File: src/hdl/ssa_ram.sv
module ssa_ram #(
  parameter int WIDTH = 8,
  parameter int DEPTH = 16
) (
  input  logic                     clk_i,
  input  logic                     we_i,
  input  logic [$clog2(DEPTH)-1:0] waddr_i,
  input  logic [WIDTH-1:0]         wdata_i,
  input  logic [$clog2(DEPTH)-1:0] raddr_i,
  output logic [WIDTH-1:0]         rdata_o
);

  logic [WIDTH-1:0] mem_q [DEPTH];

  always_ff @(posedge clk_i) begin
    if (we_i) begin
      mem_q[waddr_i] <= wdata_i;
    end
    rdata_o <= mem_q[raddr_i];
  end

endmodule
File: config.mk
export PLATFORM = sky130hd
export DESIGN_NAME = ssa_ram
export DESIGN_NICKNAME = d
export VERILOG_FILES = /design/src/hdl/ssa_ram.sv
export SDC_FILE = /design/constraint.sdc
export NUM_CORES = 1
export LEC_CHECK = 0
export ABC_AREA = 0
export BUFFER_PORTS_ARGS = -buffer_cell sky130_fd_sc_hd__buf_4
export CAP_MARGIN = 15
export CORE_MARGIN = 5
export CORE_UTILIZATION = 60
export CTS_CLUSTER_DIAMETER = 100
export DETAILED_ROUTE_END_ITERATION = 7
export HOLD_SLACK_MARGIN = 0.03
export PLACE_DENSITY = 0.74
export SLEW_MARGIN = 25
export SYNTH_ARGS = -nofsm -noshare
export SYNTH_HDL_FRONTEND = slang
export SYNTH_SLANG_ARGS = --single-unit
File: constraint.sdc
create_clock -name clk_i -period 2.5 [get_ports clk_i]
set_input_delay 0.5 -clock clk_i [delete_from_list [all_inputs] [get_ports clk_i]]
set_output_delay 0.5 -clock clk_i [all_outputs]
set_load 0.005 [all_outputs]
==> parameters.txt, run 1 <==
Parameter                              Value

Outcome
  Run status    complete, no violations

Critical path
  Element type at the critical path start    input pin
  Crit path arrival time    1.87 ns
  Type of destination of the critical path    flop
  Startpoint of the lowest-slack register-to-register path    mem_q[2][4]
  Worst endpoint required time    2.89 ns
  Critical Path Fanout Max    15
  Start-to-end type of the worst setup path    in2reg
  Start point of the critical path    raddr_i[0]

Timing
  Number of max-slew violations in the final report    0
  Fraction of the cycle the final worst path needs    59.2%
  Final setup skew    0.00528 ns
  Unrepaired setup endpoints after global routing    no
  Worst max-slew margin expressed relative to the limit    70.4%
  Slew at the pin closest to its max-slew limit    0.443 ns
  Total count of hold-check failures in the final report    0
  Max Freq    675 MHz
  Final setup violating endpoints    0
  Hold_ws    0.291 ns
  TNS Setup    0 ns
  Final period demand of the worst path    1.48 ns

Clocking
  Post-CTS Setup Inserts    0
  Hold-fix buffers, CTS    0
  Inserted Clock Buffers    17
  TritonCTS clock tree    built
  Sink Count    136
  CTS H-tree depth    4
  Total of cells resized after clock tree synthesis    0
  Root buffer selected by CTS    sky130_fd_sc_hd__clkbuf_8
  Clock transition at path regs    0.06 ns
  Source-to-sink clock delay at the later pin of the worst-skew pair    0.50 ns
  Buffer depth of the longest clock path    2

Power
  P per Cell Area    858 mW/mm^2
  Maximum vdd ir drop    506 uV
  Leakage power total    2.12 nW
  NetSw    0.00107 W
  Flop pwr share    48.7%
  Part of the total power dissipated in combinational logic    4.7%
  P_int    0.00420 W
  Power share of the clock group    46.6%
  Net switching share of the total power    20.4%

Drt
  Vias after detailed routing    2473
  DR pass1 iterations    5
  Number of nets with antenna violations after routing    0
  Number of vias per cell    6.15
  Routed WL    10.1 mm
  Detail-routed net length per standard cell    25.1 um
  DRC violation total after the first TritonRoute iteration    288
  Total DRC errors in the routed layout    0

Logic synthesis
  Count of different cell masters after synthesis    19
  Cell accounting for the most synthesized area    sky130_fd_sc_hd__edfxtp_1
  Share of the synthesized area in the top cell type    74.7%
  Post-synth design cell area    0.00515 mm^2
  Share of synthesized area occupied by flip-flops and latches    77.8%
  Net count after synthesis    247
  Syn_area_per_cell    22.5 um^2
  Post-synthesis register bit count    136
  Synth warnings    0
  Synthesized instance count    229
  Biggest area contributors in the synthesized netlist    sky130_fd_sc_hd__edfxtp_1 75%, sky130_fd_sc_hd__mux4_2 7.9%, sky130_fd_sc_hd__mux4_1 7.1%

Placed design
  Placed wire-length estimate after detailed placement    5.92 mm
  Placer's final routability congestion estimate    0.727
  Number of placed cells counting well taps    370
  Count of input and output buffers    25

Final layout
  Total of fill cells in the finished design    454
  Register area    0.00400 mm^2
  N_diodes    0
  Share of final-layout standard cells stronger than drive strength 1    32.3%
  Area taken by multi-input logic gates    0.00106 mm^2
  Commonest cells after routing, fill and taps aside    128 x sky130_fd_sc_hd__edfxtp_1, 45 x sky130_fd_sc_hd__buf_4, 18 x sky130_fd_sc_hd__mux4_2, 16 x sky130_fd_sc_hd__a22oi_1, 16 x sky130_fd_sc_hd__clkbuf_16
  Total number of nets in the final design    302
  Most common cell after layout, fill and taps aside    sky130_fd_sc_hd__edfxtp_1
  Final instance count without filler cells    402
  Post-synthesis to final-layout area growth    19.4%

Floorplanning
  Die span in y    103 um
  Number of primary I/O pins    26
  Area of the die    0.0105 mm^2
  Std-Cell Core Area    0.00830 mm^2
  Initial core utilization    62.0%
  Number of placement rows    33
  Chip Width    103 um

Hold path
  Hold crit path type    in2reg
  Startpoint of the tightest hold check path    wdata_i[2]

GRT
  Via count of the first global-routing pass    2535
  Combined global-route utilization of all metal layers    21.6%
  Number of antenna violations at the first check in global routing    0
  Largest net degree at the start of global routing    33
  First-pass GRT wire length    15.4 mm
  Overflow left after global routing    0

Flow run
  MaxCap Viol Count    0
synth_stat cells:
master                            number
sky130_fd_sc_hd__edfxtp_1            128
sky130_fd_sc_hd__mux4_2               18
sky130_fd_sc_hd__a22oi_1              16
sky130_fd_sc_hd__mux4_1               14
sky130_fd_sc_hd__nor2_1               13
sky130_fd_sc_hd__nand2_1               9
sky130_fd_sc_hd__dfxtp_1               8
sky130_fd_sc_hd__nor3_1                4
sky130_fd_sc_hd__buf_2                 3
sky130_fd_sc_hd__buf_6                 3
sky130_fd_sc_hd__clkdlybuf4s25_2       3
sky130_fd_sc_hd__nand2b_1              2
sky130_fd_sc_hd__nand3b_1              2
sky130_fd_sc_hd__and2_1                1
sky130_fd_sc_hd__and2b_1               1
sky130_fd_sc_hd__buf_4                 1
sky130_fd_sc_hd__nand3_1               1
sky130_fd_sc_hd__nor2b_1               1
sky130_fd_sc_hd__or3b_2                1
logic make-up (layout without fill, tap and decap cells):
group	Yosys count	in the layout	share of synthesized area [%]
buf+inv	10	78	1.68
flops	136	136	77.8
simple gates	35	35	3.18
compound gates	16	16	2.33
mux	32	32	15.0
area by class of cell:
class | instances | area share, %
tap | 105 | 2.14
sequential | 136 | 65.2
clock inverter | 14 | 2.87
clock buffer | 18 | 6.80
multi-input combinational | 83 | 17.2
timing repair buffer | 46 | 5.82
per-stage QoR:
| step | total power [W] | util, % | area (um^2) | worst slack [ns] |
|---|---|---|---|---|
| after floorplan | 0.00274 | - | 5150 | 0.507 |
| after global placement | 0.00285 | 66.9 | 5550 | 0.535 |
| after detailed placement | 0.00286 | 66.9 | 5550 | 0.507 |
| after CTS | 0.00530 | 74.0 | 6140 | 1.01 |
| after global routing | 0.00544 | 74.0 | 6140 | 0.930 |
| final | 0.00527 | 74.0 | 6140 | 1.02 |
power by group through the flow:
stage               combinational [W]  clock (W)  sequential (W)
floorplan                    0.000129          0         0.00261
finish                       0.000250    0.00246         0.00256
detailed placement           0.000250          0         0.00261
CTS                          0.000252    0.00248         0.00256
global route                 0.000273    0.00260         0.00257
global placement             0.000243          0         0.00261
worst max-delay path, cell delays in order:
cell and delay, ns:
sky130_fd_sc_hd__buf_4 0.27, sky130_fd_sc_hd__buf_12 0.21, sky130_fd_sc_hd__mux4_1 0.58, sky130_fd_sc_hd__a22oi_1 0.21, sky130_fd_sc_hd__nand2_1 0.09
worst paths after layout:
path | to | slack, ns | cells past startpoint
min reg2reg | rdata_o[5] | 0.67 | 3
max reg2reg | rdata_o[4] | 1.13 | 3
max | rdata_o[0] | 1.02 | 5
min | mem_q[14][2] | 0.29 | 1
metal layers:
layer  up-vias  track usage (%)  wire (um)
li1       1084                -          -
met4         0             6.36        148
met5         -                0          0
met2       129             32.5       5040
met3        14             7.31        963
met1      1246             30.6       3930
registers in the layout, summed over array words and instances (netlist names):
signal   cells
mem_q      128
rdata_o      8
Note: power is estimated with default switching activity, not from simulation.
==> inputs of run 2 (changes only) <==
--- a/config.mk
+++ b/config.mk
@@ -5,15 +5,15 @@
 export SDC_FILE = /design/constraint.sdc
 export NUM_CORES = 1
 export LEC_CHECK = 0
-export ABC_AREA = 0
+export ABC_AREA = 1
 export BUFFER_PORTS_ARGS = -buffer_cell sky130_fd_sc_hd__buf_4
 export CAP_MARGIN = 15
 export CORE_MARGIN = 5
-export CORE_UTILIZATION = 60
+export CORE_UTILIZATION = 61
 export CTS_CLUSTER_DIAMETER = 100
 export DETAILED_ROUTE_END_ITERATION = 7
 export HOLD_SLACK_MARGIN = 0.03
-export PLACE_DENSITY = 0.74
+export PLACE_DENSITY = 0.75
 export SLEW_MARGIN = 25
 export SYNTH_ARGS = -nofsm -noshare
 export SYNTH_HDL_FRONTEND = slang
==> constraint.sdc (replaced) <==
create_clock -name clk_i -period 1.4 [get_ports clk_i]
set_input_delay 0.28 -clock clk_i [delete_from_list [all_inputs] [get_ports clk_i]]
set_output_delay 0.28 -clock clk_i [all_outputs]
set_load 0.005 [all_outputs]
==> parameters.txt, run 2 <==
Parameter                              Value

GRT
  Combined global-route utilization of all metal layers    24.5%
  Largest net degree at the start of global routing    65
  Overflow left after global routing    0
  First-pass GRT wire length    20.5 mm
  Via count of the first global-routing pass    3793
  Number of antenna violations at the first check in global routing    0

Timing
  Final period demand of the worst path    1.28 ns
  Final setup violating endpoints    0
  Worst max-slew margin expressed relative to the limit    74.8%
  Max Freq    780 MHz
  Fraction of the cycle the final worst path needs    91.6%
  Number of max-slew violations in the final report    0
  Total count of hold-check failures in the final report    0
  Final setup skew    0.00817 ns
  Slew at the pin closest to its max-slew limit    0.378 ns
  Unrepaired setup endpoints after global routing    no
  TNS Setup    0 ns

Logic synthesis
  Dominant register cell in the synthesized netlist    sky130_fd_sc_hd__edfxtp_1
  Synthesized instance count    551
  Net count after synthesis    569
  Post-synthesis register bit count    136
  Post-synth design cell area    0.00577 mm^2
  Share of synthesized area occupied by flip-flops and latches    69.4%
  Synth warnings    0
  Number of synthesized flops with an enable pin    128
  Fraction of registers with async set/reset    0%
  Count of different cell masters after synthesis    12
  Share of the synthesized area in the top cell type    66.7%
  Syn_area_per_cell    10.5 um^2
  Cell with the most instances after synthesis    sky130_fd_sc_hd__nand2_1
  Biggest area contributors in the synthesized netlist    sky130_fd_sc_hd__edfxtp_1 67%, sky130_fd_sc_hd__nand2_1 11%, sky130_fd_sc_hd__nand3_1 8.4%
  Cell accounting for the most synthesized area    sky130_fd_sc_hd__edfxtp_1
  Leading cell types by count after synthesis    173 x sky130_fd_sc_hd__nand2_1, 128 x sky130_fd_sc_hd__edfxtp_1, 100 x sky130_fd_sc_hd__inv_1

Critical path
  Worst Path Buf+Inv    1
  Worst path slowest cell    sky130_fd_sc_hd__dfxtp_1
  Worst endpoint required time    1.12 ns
  Largest stage delay on the critical path    0.36 ns
  Type of destination of the critical path    primary output
  Critical Path Fanout Max    1
  Setup slack of the worst register-to-register path    0.36 ns
  Crit path max-delay family    flip-flops
  Start-to-end type of the worst setup path    reg2out
  Element type at the critical path start    flop
  Crit path arrival time    1.00 ns
  Cell Chain, Critical Path    buf_4

Drt
  Routed WL    12.8 mm
  Vias after detailed routing    3935
  DRC violation total after the first TritonRoute iteration    396
  Number of nets with antenna violations after routing    0
  DR pass1 iterations    6
  Number of vias per cell    5.34
  Detail-routed net length per standard cell    17.4 um
  Total DRC errors in the routed layout    0

Floorplanning
  Chip Width    107 um
  Die span in y    107 um
  Number of placement rows    35
  Initial core utilization    62.4%
  Std-Cell Core Area    0.00924 mm^2
  Number of primary I/O pins    26
  Area of the die    0.0115 mm^2

Final layout
  Share of final-layout standard cells stronger than drive strength 1    13.7%
  Final instance count without filler cells    737
  Registers with the most flip-flops    mem_q x128, rdata_o x8
  Total of fill cells in the finished design    577
  Register bank with the most flops    mem_q
  Total number of nets in the final design    613
  Most common cell after layout, fill and taps aside    sky130_fd_sc_hd__nand2_1
  Post-synthesis to final-layout area growth    18.2%
  N_diodes    0
  Commonest cells after routing, fill and taps aside    173 x sky130_fd_sc_hd__nand2_1, 128 x sky130_fd_sc_hd__edfxtp_1, 100 x sky130_fd_sc_hd__inv_1, 97 x sky130_fd_sc_hd__nand3_1, 44 x sky130_fd_sc_hd__buf_4
  Largest register FFs    128
  Post-Route Utilization    73.8%

Clocking
  TritonCTS clock tree    built
  Inserted Clock Buffers    17
  Post-CTS Setup Inserts    0
  CTS H-tree depth    4
  Source-to-sink clock delay at the later pin of the worst-skew pair    0.52 ns
  Total of cells resized after clock tree synthesis    0
  Root buffer selected by CTS    sky130_fd_sc_hd__clkbuf_8
  Sink Count    136
  Hold-fix buffers, CTS    0
  Buffer depth of the longest clock path    2
  Clock transition at path regs    0.07 ns

Power
  Maximum vdd ir drop    1070 uV
  Leakage power total    2.98 nW
  P per Cell Area    1450 mW/mm^2
  Total power after layout    0.00986 W

Placed design
  Number of placed cells counting well taps    705
  Count of input and output buffers    25
  Placer's final routability congestion estimate    0.874
  Placed wire-length estimate after detailed placement    7.63 mm

Outcome
  Run status    complete, no violations

Hold path
  Hold crit path type    in2reg

Flow run
  MaxCap Viol Count    0
==> run 2: cell count changes after synthesis, moves of 3 or more <==
cell	before	now
sky130_fd_sc_hd__buf_2	3	13
sky130_fd_sc_hd__mux4_1	14	0
sky130_fd_sc_hd__inv_1	0	100
sky130_fd_sc_hd__clkdlybuf4s25_2	3	0
sky130_fd_sc_hd__nand2_1	9	173
sky130_fd_sc_hd__nor3_1	4	0
sky130_fd_sc_hd__a22oi_1	16	0
sky130_fd_sc_hd__nor2_1	13	17
sky130_fd_sc_hd__mux4_2	18	0
sky130_fd_sc_hd__nand3_1	1	97
sky130_fd_sc_hd__buf_4	1	4
sky130_fd_sc_hd__buf_6	3	6
==> run 2: report_power, final <==
part	switching, W	internal (W)	leakage, nW
clock network	0.00175	0.00293	0.297
logic	0.000391	0.000210	1.46
registers	0.0000336	0.00455	1.22
==> run 2: per-layer routing <==
metal / GRT usage (%) / part of all wire (%) / up-vias
met2: 38.7 / 50 / 177
li1: - / - / 1863
met3: 5.48 / 7.7 / 29
met4: 10.7 / 2.7 / 0
met5: 0 / 0 / -
met1: 32.9 / 40 / 1866
==> run 2: cell families (layout without fill, tap and decap cells) <==
logic type             count (synthesis)  in the layout  share of synthesized area [%]
buffers and inverters                126            183                           9.52
flip-flops                           136            136                           69.4
AND/OR/NAND/NOR                      289            289                           21.0
==> run 2: stage by stage <==
step	area, um^2	setup WS (ns)	hold slack [ns]
floorplan	5770	0.169	0.379
global placement	6190	0.0186	0.606
detailed placement	6190	0.0192	0.603
CTS	6820	0.100	0.0621
global route	6820	0.0766	0.0857
finish	6820	0.118	0.0820
==> run 2: cell type report <==
cell class              instances  area [um^2]  share of cell area [%]
clock buffers                  17          414                    6.07
clock inverters                15          213                    3.12
inverters                     102          383                    5.61
multi-input cells             289         1210                    17.8
flip-flops and latches        136         4000                    58.7
well taps                     129          161                    2.37
repair buffers                 49          430                    6.31
==> run 2: worst paths after layout <==
kind              cells after the start    startpoint         end
hold reg to reg                       6  mem_q[10][7]  rdata_o[7]
setup reg to reg                      6   mem_q[5][4]  rdata_o[4]
hold / removal                        3    raddr_i[3]  rdata_o[7]
setup / recovery                      1    rdata_o[5]  rdata_o[5]
